**src/hdl/size_class_object_allocator_macros.svh**
```systemverilog
// ----------------------------------------------------------------------------
// size class object allocator assertion macros
// shared concurrent assertion wrappers, empty in synthesis
// ----------------------------------------------------------------------------
`ifndef SIZE_CLASS_OBJECT_ALLOCATOR_MACROS_SVH
`define SIZE_CLASS_OBJECT_ALLOCATOR_MACROS_SVH

`ifndef SYNTHESIS
// property that must hold at every edge out of reset
`define SCOA_ASSERT(lbl, prop) \
  lbl: assert property (@(posedge clk) disable iff (!rst_n) (prop)) \
    else $error("scoa assertion failed");
// antecedent in this cycle implies consequent in the next cycle
`define SCOA_ASSERT_NEXT(lbl, ante, cons) \
  lbl: assert property (@(posedge clk) disable iff (!rst_n) (ante) |=> (cons)) \
    else $error("scoa assertion failed");
`else
`define SCOA_ASSERT(lbl, prop)
`define SCOA_ASSERT_NEXT(lbl, ante, cons)
`endif

`endif

```
**src/hdl/scoa_pkg.sv**
```systemverilog
`timescale 1ns / 1ps
// ----------------------------------------------------------------------------
// scoa_pkg
// sizes, status codes and class tables of the size class object allocator
// ----------------------------------------------------------------------------
package scoa_pkg;

  // object and slab geometry
  localparam int SMALLEST_ORDER = 4;
  localparam int LARGEST_ORDER  = 11;
  localparam int SLAB_ORDER     = 12;

  localparam int MAX_CLASSES = 8;
  localparam int CLS_W       = 3;
  localparam int SLOT_W      = 8;
  localparam int CNT_W       = 9;
  localparam int SIZE_W      = 16;
  localparam int CMP_W       = 17;
  localparam int ADDR_W      = CLS_W + SLOT_W;
  localparam int STACK_DEPTH = MAX_CLASSES * (1 << SLOT_W);

  // stream widths
  localparam int IN_TDATA_W  = 32;
  localparam int OUT_TDATA_W = 24;
  localparam int OUT_FIELD_W = 2 + CLS_W + SLOT_W + CNT_W;

  // operation codes carried in tuser
  localparam logic MODE_ALLOC = 1'b0;
  localparam logic MODE_FREE  = 1'b1;

  typedef enum logic [1:0] {
    ST_OK       = 2'd0,
    ST_OVERSIZE = 2'd1,
    ST_NO_FIT   = 2'd2,
    ST_FULL     = 2'd3
  } status_t;

  typedef logic [MAX_CLASSES-1:0][CNT_W-1:0] cnt_arr_t;

  // one request's effect, from the decision logic to the state and pipeline
  typedef struct packed {
    status_t              status;
    logic [CLS_W-1:0]     cls;
    logic [SLOT_W-1:0]    idx;
    logic [CNT_W-1:0]     left;
    logic                 pop;
    logic                 push;
    logic                 use_mem;
  } decision_t;

  function automatic int class_count();
    int n;
    n = LARGEST_ORDER - SMALLEST_ORDER + 1;
    if (n < 1) n = 1;
    if (n > MAX_CLASSES) n = MAX_CLASSES;
    return n;
  endfunction

  localparam int NUM_CLASSES = class_count();
  localparam logic [CMP_W-1:0] MAX_SIZE = CMP_W'(1 << LARGEST_ORDER);

  // slots per class slab, capped at the stack depth
  function automatic logic [CNT_W-1:0] class_cap(input logic [CLS_W-1:0] c);
    int ord;
    ord = SMALLEST_ORDER + int'(c);
    if (ord > SLAB_ORDER) return '0;
    if (SLAB_ORDER - ord >= SLOT_W) return CNT_W'(1 << SLOT_W);
    return CNT_W'(1 << (SLAB_ORDER - ord));
  endfunction

  function automatic logic [CMP_W-1:0] obj_size(input logic [CLS_W-1:0] c);
    return CMP_W'(1 << (SMALLEST_ORDER + int'(c)));
  endfunction

  function automatic logic [CNT_W-1:0] reset_count(input logic [CLS_W-1:0] c);
    return (int'(c) < NUM_CLASSES) ? class_cap(c) : '0;
  endfunction

endpackage

```
**src/hdl/scoa_decide.sv**
```systemverilog
`timescale 1ns / 1ps
// ----------------------------------------------------------------------------
// scoa_decide
// class pick and count update for one allocate or free request
// ----------------------------------------------------------------------------
module scoa_decide
  import scoa_pkg::*;
(
  input  logic              op_mode,
  input  logic [SIZE_W-1:0] request_size,
  input  logic [CLS_W-1:0]  free_class,
  input  cnt_arr_t          cnt,
  input  cnt_arr_t          low_mark,
  output decision_t         dec
);

  logic              found;
  logic [CLS_W-1:0]  sel;
  logic [CLS_W-1:0]  tgt;
  logic [CNT_W-1:0]  cur;
  logic [CNT_W-1:0]  cur_lw;
  logic [CNT_W-1:0]  cur_m1;
  logic [CNT_W-1:0]  cur_p1;
  logic [CNT_W-1:0]  cur_cap;
  logic [CMP_W-1:0]  size_ext;

  assign size_ext = {1'b0, request_size};

  // lowest class that fits and still has a free slot
  always_comb begin
    found = 1'b0;
    sel   = '0;
    for (int c = NUM_CLASSES - 1; c >= 0; c--) begin
      if (size_ext <= obj_size(CLS_W'(c)) && cnt[c] != '0) begin
        found = 1'b1;
        sel   = CLS_W'(c);
      end
    end
  end

  // one count read for the affected class
  assign tgt     = (op_mode == MODE_ALLOC) ? sel : free_class;
  assign cur     = cnt[tgt];
  assign cur_lw  = low_mark[tgt];
  assign cur_m1  = cur - CNT_W'(1);
  assign cur_p1  = cur + CNT_W'(1);
  assign cur_cap = class_cap(tgt);

  // request outcome
  always_comb begin
    dec        = '0;
    dec.status = ST_OK;
    dec.cls    = tgt;
    if (op_mode == MODE_ALLOC) begin
      if (size_ext > MAX_SIZE) begin
        dec.status = ST_OVERSIZE;
      end else if (!found) begin
        dec.status = ST_NO_FIT;
      end else begin
        dec.pop     = 1'b1;
        dec.idx     = cur_m1[SLOT_W-1:0];
        dec.left    = cur_m1;
        // entries below the low mark were never rewritten
        dec.use_mem = (cur_lw <= cur_m1);
      end
    end else begin
      if (32'(free_class) >= NUM_CLASSES) begin
        dec.status = ST_FULL;
      end else if (cur >= cur_cap) begin
        dec.status = ST_FULL;
        dec.left   = cur;
      end else begin
        dec.push = 1'b1;
        dec.idx  = cur[SLOT_W-1:0];
        dec.left = cur_p1;
      end
    end
  end

endmodule

```
**config.mk**
```make
export PLATFORM = sky130hd
export DESIGN_NAME = scoa_decide
export DESIGN_NICKNAME = d
export VERILOG_FILES = /design/src/hdl/size_class_object_allocator_macros.svh /design/src/hdl/scoa_pkg.sv /design/src/hdl/scoa_decide.sv
export SDC_FILE = /design/constraint.sdc
export NUM_CORES = 1
export LEC_CHECK = 0
export BUFFER_PORTS_ARGS = -buffer_cell sky130_fd_sc_hd__clkbuf_2
export CORE_UTILIZATION = 40
export DETAILED_ROUTE_END_ITERATION = 16
export PLACE_DENSITY = 0.86
export SYNTH_ARGS = -nofsm -noshare
export SYNTH_HDL_FRONTEND = slang
export SYNTH_SLANG_ARGS = --single-unit
```
**constraint.sdc**
```tcl
create_clock -name vclk -period 7.4
set_input_delay 0.74 -clock vclk [all_inputs]
set_output_delay 0.74 -clock vclk [all_outputs]
set_load 0.1 [all_outputs]
```
After elaboration in Yosys (flattened, before gate mapping)
Cells that the tools add are included.
{ "totals": {"input_bits": 164, "wordCells": 78, "regBits": 0} }
{ "classes": {"mux": 43, "order_cmp": 14, "reduce_logical": 16, "addsub": 4, "n_shift": 1} }
{ "ops": {"columns": ["cell", "count"], "rows": [
  ["$reduce_bool A9 Y1", 8],
  ["$mux W9", 7],
  ["$bmux W9 S3", 2],
  ["$mux W18", 2],
  ["$ge A32 B5 Y1 const B", 1],
  ["$shl A1 B32 Y9 const A", 1],
  ["$mux W3", 9],
  ["$mux W1", 17],
  ["$mux W17", 1],
  ["$gt A16 B12 Y1 const B", 1],
  ["$le A16 B10 Y1 const B", 1],
  ["$le A16 B11 Y1 const B", 1],
  ["$le A16 B12 Y1 const B", 1],
  ["$le A16 B5 Y1 const B", 1],
  ["$le A16 B6 Y1 const B", 1],
  ["$le A16 B7 Y1 const B", 1],
  ["$le A16 B8 Y1 const B", 1],
  ["$le A16 B9 Y1 const B", 1],
  ["$add A9 B1 Y9 const B", 1],
  ["$ge A9 B9 Y1", 1],
  ["$le A9 B9 Y1", 1],
  ["$sub A9 B1 Y9 const B", 1],
  ["$logic_and A1 B1 Y1", 8],
  ["$mux W2", 4],
  ["5 further kinds", 5]
]} }

Logic depth before layout (Yosys ltp)
Gate-level depths: netlist (run 1).
{ "logic_depth": {"depth_word": 21, "ltp_mapped": 26, "ltp_nobuf": 24} }

Least setup slack after synthesis (run 1)
No wires, ideal clock.
{ "synth_timing": {"path_type": "input port to output port", "from": "in cnt[11] in the netlist's numbering", "to": "out dec[18] in the netlist's numbering", "t_required_ns": 6.660, "path_slack_ns": -1.308, "arrival_time_ns": 7.968, "cell_stages": 24, "path_cell_list": "or4_4 > nor4_2 > a21bo_2 > a211oi_2 > a31oi_1 > buf_6 > buf_12 > buf_12 > buf_6 > inv_1 > ha_1 > nand2_1 > ha_1 > a21o_1 > a21o_1 > a21o_1 > a21o_1 > a21oi_1 > o21ai_0 > o211ai_1 > nand2_1 > inv_1 > a21oi_1 > o21ai_0"} }
{ "synth_lines": {"columns": ["item", "line_no", "rtl"], "rows": [
  ["start: declaration", "scoa_decide.sv:12", "input cnt_arr_t cnt,"],
  ["end: declaration", "scoa_decide.sv:14", "output decision_t dec"]
]} }

==> results.json, run 1 <==
{
  "outcome": "complete, no violations",
  "track_usage_pct": 28.3,
  "finalPower_mw": 0.539,
  "antenna_cells": 0,
  "die_area_mm2": 0.00749,
  "vias_per_cell": 5.83,
  "gr-total-overflow": 0,
  "p_sw_share_pct": 61.0,
  "design.seq.count": 0,
  "synth_cell_type_count": 66,
  "tightestPinTransition_ps": 894,
  "p_seq_share_pct": 0,
  "cap_violations": 0,
  "ys_top_cells_by_area": "mux2i_1 18%, ha_1 10%, mux2_2 6.7%, nand2_1 5.4%, o21ai_0 3.9%",
  "place.gp.congestion": 0.967,
  "seq_area_um2": 0,
  "first_pass_iters": 4,
  "worstPathRequired_ps": 6660,
  "core_area_mm2": 0.00683,
  "post-route-period-util_pct": 94.0,
  "grt_setup_unrepaired": "no",
  "post-place-ws_ps": 527,
  "grt_pass1_vias": 3578,
  "drtIter0Drc": 172,
  "relSlewSlack_pct": 39.8,
  "critPathKind": "in -> out",
  "grt_pass1_wl_um": 17000,
  "p_comb_share_pct": 100.0,
  "p_leak_nw": 2.07,
  "io_pins": 189,
  "startpoint_type": "input pin",
  "final_nets": 750,
  "synth_top_cell_area_share_pct": 17.5,
  "holdBufCountCts": 0,
  "power.share.clock_pct": 0,
  "p_sw_mw": 0.328,
  "routed_wl_um": 11000,
  "remaining_drc_errors": 0,
  "start_util_pct": 41.8,
  "cts_setup_buffers": 0,
  "hp-class": "in -> out",
  "syn_inst": 382,
  "hold_viol_final": 0,
  "antenna_found_initial": 0,
  "layout_setup_ws_ps": 441,
  "fillCellCount": 644,
  "max_freq_mhz": 144,
  "ys_warn_count": 0,
  "routedWlPerCell_um": 16.7,
  "synth_top_area_cell": "mux2i_1",
  "arrival_ps": 6220,
  "dp_hpwl_um": 9650,
  "dpl.cell_count": 657,
  "power_density_mw_per_mm2": 127,
  "synth.yosys.seq_area_share_pct": 0,
  "slew_viol_final": 0,
  "syn_nets": 569,
  "critPathMaxFanout": 8,
  "fp-row-count": 30,
  "fin_cells": 657,
  "numPortBuffers": 189,
  "layout-drive-gt1-share_pct": 43.5,
  "die_h_um": 86.5,
  "endpoint_kind": "output pin",
  "syn-cell-area_mm2": 0.00286,
  "min_period_ps": 6960,
  "num-clock-buffers": 0,
  "peakVddDrop_mv": 0.0509,
  "intPower_mw": 0.210,
  "syn_to_final_growth_pct": 48.0,
  "post_synth.cell_area_avg_um2": 7.48,
  "dr_total_vias": 3828,
  "cts_resized": 0,
  "holdWs_ps": 2030,
  "ant_nets": 0,
  "dieWidth_um": 86.5,
  "setup_viol": 0,
  "grt_max_degree": 39
}
synthesized netlist by cell type, types with 4 or more instances:
cell type   n
nor2_1     16
clkbuf_1   11
a22o_1      6
o22ai_1    13
o211ai_1    7
nand2_1    41
nor3_1      8
nand2b_1    4
a21o_1      7
inv_1      13
a221o_1     6
a21oi_1    11
o21ai_0    22
xnor2_1    11
and2_1      8
a211oi_1    7
nand4_1     4
or4_1       6
nand3_1    10
ha_1       23
or3_1       8
mux2i_1    50
mux2_2     17
nor4_1      9
cells by family (layout without fill, tap and decap cells):
group	Yosys count	after routing	share of synthesized area, %
buffers and inverters	35	214	6.65
muxes	69	69	25.5
xor gates and xnor gates	14	14	4.55
and+or+nand+nor	135	135	26.5
adders and majority gates	23	23	10.1
AOI/OAI and AO/OA	106	106	26.7
layer usage:
metal  GRT usage, %  vias up  wire length [µm]
li1               -     1851                 -
met1           36.1     1786              4540
met2           51.7      168              5550
met3           1.71       23               613
met4           6.67        0               282
met5              0        -                 0
layout by cell type, fill, tap and decap left out, types with 3 or more instances in the layout:
cell and n:
nand3_1 10, xnor2_1 11, and2_1 8, nand4_1 4, nand2b_1 4, o22ai_1 12
inv_1 13, or3_1 8, a221o_1 6, mux2_2 17, nor2_1 15, o21ai_0 21
clkbuf_2 168, nor3_1 8, o211ai_1 7, mux2i_1 50, buf_4 10, nand2_1 41
a21o_1 7, nand4b_1 3, o21ai_1 3, o21a_1 3, nor4_2 3, nor2_2 3
a211oi_1 7, buf_12 21, or4_1 6, a22o_1 6, nor4_1 9, ha_1 23
a21oi_1 11
power groups by stage:
| stage | logic [mW] | clock network (mW) | registers [mW] |
|---|---|---|---|
| floorplan | 0.351 | 0 | 0 |
| global placement | 0.528 | 0 | 0 |
| detailed placement | 0.536 | 0 | 0 |
| CTS | 0.538 | 0 | 0 |
| global route | 0.571 | 0 | 0 |
| finish | 0.539 | 0 | 0 |
path summary, 6_finish.rpt:
check,depth (start not counted),startpoint,endpoint,slack (ps)
hold / removal,3,op_mode,dec[12],2030
setup / recovery,24,request_size[9],dec[11],440
critical path, stage by stage:
cell and delay (ps):
clkbuf_2 130, nor4_2 580, nand2_1 110, a211oi_1 430, a211oi_1 110, o21ai_1 490
a21oi_1 310, a22o_1 290, a221oi_2 240, inv_1 130, ha_1 290, nand2b_1 150
a21o_1 180, a21o_1 160, a21o_1 160, a21o_1 160, a21oi_1 140, o21ai_0 90
o211ai_1 250, and3_1 310, nand3_1 110, xor2_1 160, o22ai_1 260, buf_12 220
per-stage QoR:
stage	TNS, ps	area, µm²	utilization (%)
final	0	4230	61.9
after global routing	0	4230	61.9
after CTS	0	4230	61.9
after detailed placement	0	4230	61.9
after global placement	0	4230	61.9
after floorplan	-2030	2890	-
cell type report:
type | instances | area [µm²] | area share, %
Inverter | 15 | 56.3 | 1.33
Tap cell | 96 | 120 | 2.84
Multi-Input combinational cell | 347 | 2720 | 64.3
Timing Repair Buffer | 199 | 1340 | 31.6
(Power assumes the default switching activity.)
==> inputs of run 2 (changes only) <==
--- a/config.mk
+++ b/config.mk
@@ -6,9 +6,11 @@
 export NUM_CORES = 1
 export LEC_CHECK = 0
 export BUFFER_PORTS_ARGS = -buffer_cell sky130_fd_sc_hd__clkbuf_2
-export CORE_UTILIZATION = 40
+export CELL_PAD_IN_SITES_DETAIL_PLACEMENT = 0
+export CELL_PAD_IN_SITES_GLOBAL_PLACEMENT = 1
+export CORE_UTILIZATION = 30
 export DETAILED_ROUTE_END_ITERATION = 16
-export PLACE_DENSITY = 0.86
+export PLACE_DENSITY = 0.88
 export SYNTH_ARGS = -nofsm -noshare
 export SYNTH_HDL_FRONTEND = slang
 export SYNTH_SLANG_ARGS = --single-unit
==> run 2 against run 1 <==
  * Setup slack better by 11 ps
  * Sequential share of layout area unchanged
  * Combinational power is essentially flat
  * Global-route usage fell by 6.2 points
  * Total power about the same
  * Non-clock buffer count is 1 lower
  * Hold slack improved by 20 ps
  * Largest power group unchanged
  * Highest routed layer unchanged
  * Final cell count is 4.9% higher
  * Wire length up 4.0%
==> results.json, run 2 (synthesis gave the netlist of run 1 again) <==
{
  "path_delay_family": "compound AO/OA/AOI/OAI gates",
  "cts_setup_buffers": 0,
  "start_util_pct": 30.9,
  "seq_area_um2": 0,
  "setup_viol": 0,
  "die_area_mm2": 0.00992,
  "post-place-ws_ps": 340,
  "dp_hpwl_um": 10200,
  "first_pass_iters": 4,
  "slew_viol_final": 0,
  "startpoint_type": "input pin",
  "ant_nets": 0,
  "crit_path_frequent_cell": "a21o_1",
  "dieWidth_um": 99.6,
  "routed_wl_um": 11400,
  "slowest_stage": "or4_1",
  "worstPathRequired_ps": 6660,
  "holdCritStartpoint": "op_mode",
  "cp_slowest_stage_delay_ps": 590,
  "antenna_found_initial": 0,
  "hp-class": "in -> out",
  "arrival_ps": 6210,
  "crit_chain": "clkbuf_2, or4_1, nor4_2, a211oi_1, a211o_1, o21ai_1, buf_4, mux4_2, mux2_4, ha_1, a21o_1, a21o_1, a21o_1, a21o_1, a21oi_1, o21ai_0, o211ai_1, and3_1, nand3_1, xor2_1, o22ai_1, buf_12",
  "p_seq_share_pct": 0,
  "holdWs_ps": 2060,
  "worst-path-buf-inv": 3,
  "layout_common_cells": "168 x clkbuf_2, 50 x mux2i_1, 41 x nand2_1",
  "power_density_mw_per_mm2": 126,
  "track_usage_pct": 22.0,
  "antenna_cells": 0,
  "layout-drive-gt1-share_pct": 43.6,
  "p_sw_mw": 0.329,
  "min_period_ps": 6950,
  "gr-total-overflow": 0,
  "min_delay_worst_endpoint": "dec[3]",
  "power.share.clock_pct": 0,
  "num-clock-buffers": 0,
  "critPathKind": "in -> out",
  "dr_total_vias": 3737,
  "grt_pass1_wl_um": 17900,
  "critPathMaxFanout": 8,
  "fillCellCount": 965,
  "remaining_drc_errors": 0,
  "syn_to_final_growth_pct": 49.8,
  "hold_viol_final": 0,
  "drtIter0Drc": 140,
  "vias_per_cell": 5.42,
  "final_nets": 749,
  "grt_pass1_vias": 3602,
  "layout_setup_ws_ps": 453,
  "dpl.cell_count": 689,
  "max_freq_mhz": 144,
  "startpoint": "cnt[20]",
  "intPower_mw": 0.210,
  "grt_setup_unrepaired": "no",
  "fp-row-count": 35,
  "design.seq.count": 0,
  "routedWlPerCell_um": 16.6,
  "place.gp.congestion": 0.875,
  "min_path_cells": 3,
  "cap_violations": 0,
  "p_sw_share_pct": 61.0,
  "fin_cells": 689,
  "p_comb_share_pct": 100.0,
  "peakVddDrop_mv": 0.0788,
  "io_pins": 189,
  "post-route-period-util_pct": 93.9,
  "outcome": "complete, no violations",
  "p_leak_nw": 2.07,
  "core_area_mm2": 0.00924,
  "numPortBuffers": 189,
  "endpoint_kind": "output pin",
  "grt_max_degree": 45,
  "relSlewSlack_pct": 52.5,
  "tightestPinTransition_ps": 705,
  "final_common_cell": "clkbuf_2",
  "die_h_um": 99.6
}
==> run 2: cell count changes in the layout (fill, tap and decap cells not counted) <==
cell    change
buf_4       -2
nor4_2      +1
buf_12      +1
nor4_1      -1
==> run 2: layout make-up <==
cell class | instances | area, µm² | share of cell area [%]
Multi-Input combinational cell | 347 | 2730 | 63.6
Inverter | 15 | 56.3 | 1.31
Timing Repair Buffer | 198 | 1340 | 31.3
Tap cell | 129 | 161 | 3.77
==> run 2: per-stage QoR <==
step	instance area (µm²)	power, mW	utilization (%)	TNS (ps)
3_3_place_gp	4280	0.533	46.3	0
4_1_cts	4280	0.540	46.3	0
5_1_grt	4280	0.574	46.4	0
2_1_floorplan	2890	0.351	-	-2030
6_report	4280	0.539	46.4	0
3_5_place_dp	4280	0.538	46.3	0
==> run 2: worst max path at each step <==
stage / end / slack [ps] / cells after the start
detailed placement: dec[11] / 340 / 22
finish: dec[11] / 450 / 22
CTS: dec[11] / 320 / 22
global placement: dec[11] / 510 / 22
floorplan: dec[18] / -560 / 24
global route: dec[0] / 110 / 24
==> run 2: power groups by stage <==
stage / Combinational [mW] / Clock (mW) / Sequential [mW]
6_report: 0.539 / 0 / 0
3_5_place_dp: 0.538 / 0 / 0
4_1_cts: 0.540 / 0 / 0
5_1_grt: 0.574 / 0 / 0
2_1_floorplan: 0.351 / 0 / 0
3_3_place_gp: 0.533 / 0 / 0
==> run 2: per-layer routing <==
layer | wire, µm | up-vias | global-route usage, %
li1 | - | 1848 | -
met1 | 4930 | 1707 | 29.5
met2 | 5570 | 162 | 38.9
met3 | 666 | 20 | 1.55
met4 | 250 | 0 | 4.30
met5 | 0 | - | 0
==> run 2: repair_timing <==
item / 4_1_cts / 5_1_grt
gates resized for setup: 0 / 1
endpoints found under the setup margin: 0 / 5
hold buffers: 0 / 0
==> run 2: tightest hold or removal path, delay by kind of cell <==
family | cells | cell delay (ps)
AO/OA/AOI/OAI | 1 | 230
buffers and inverters | 2 | 340
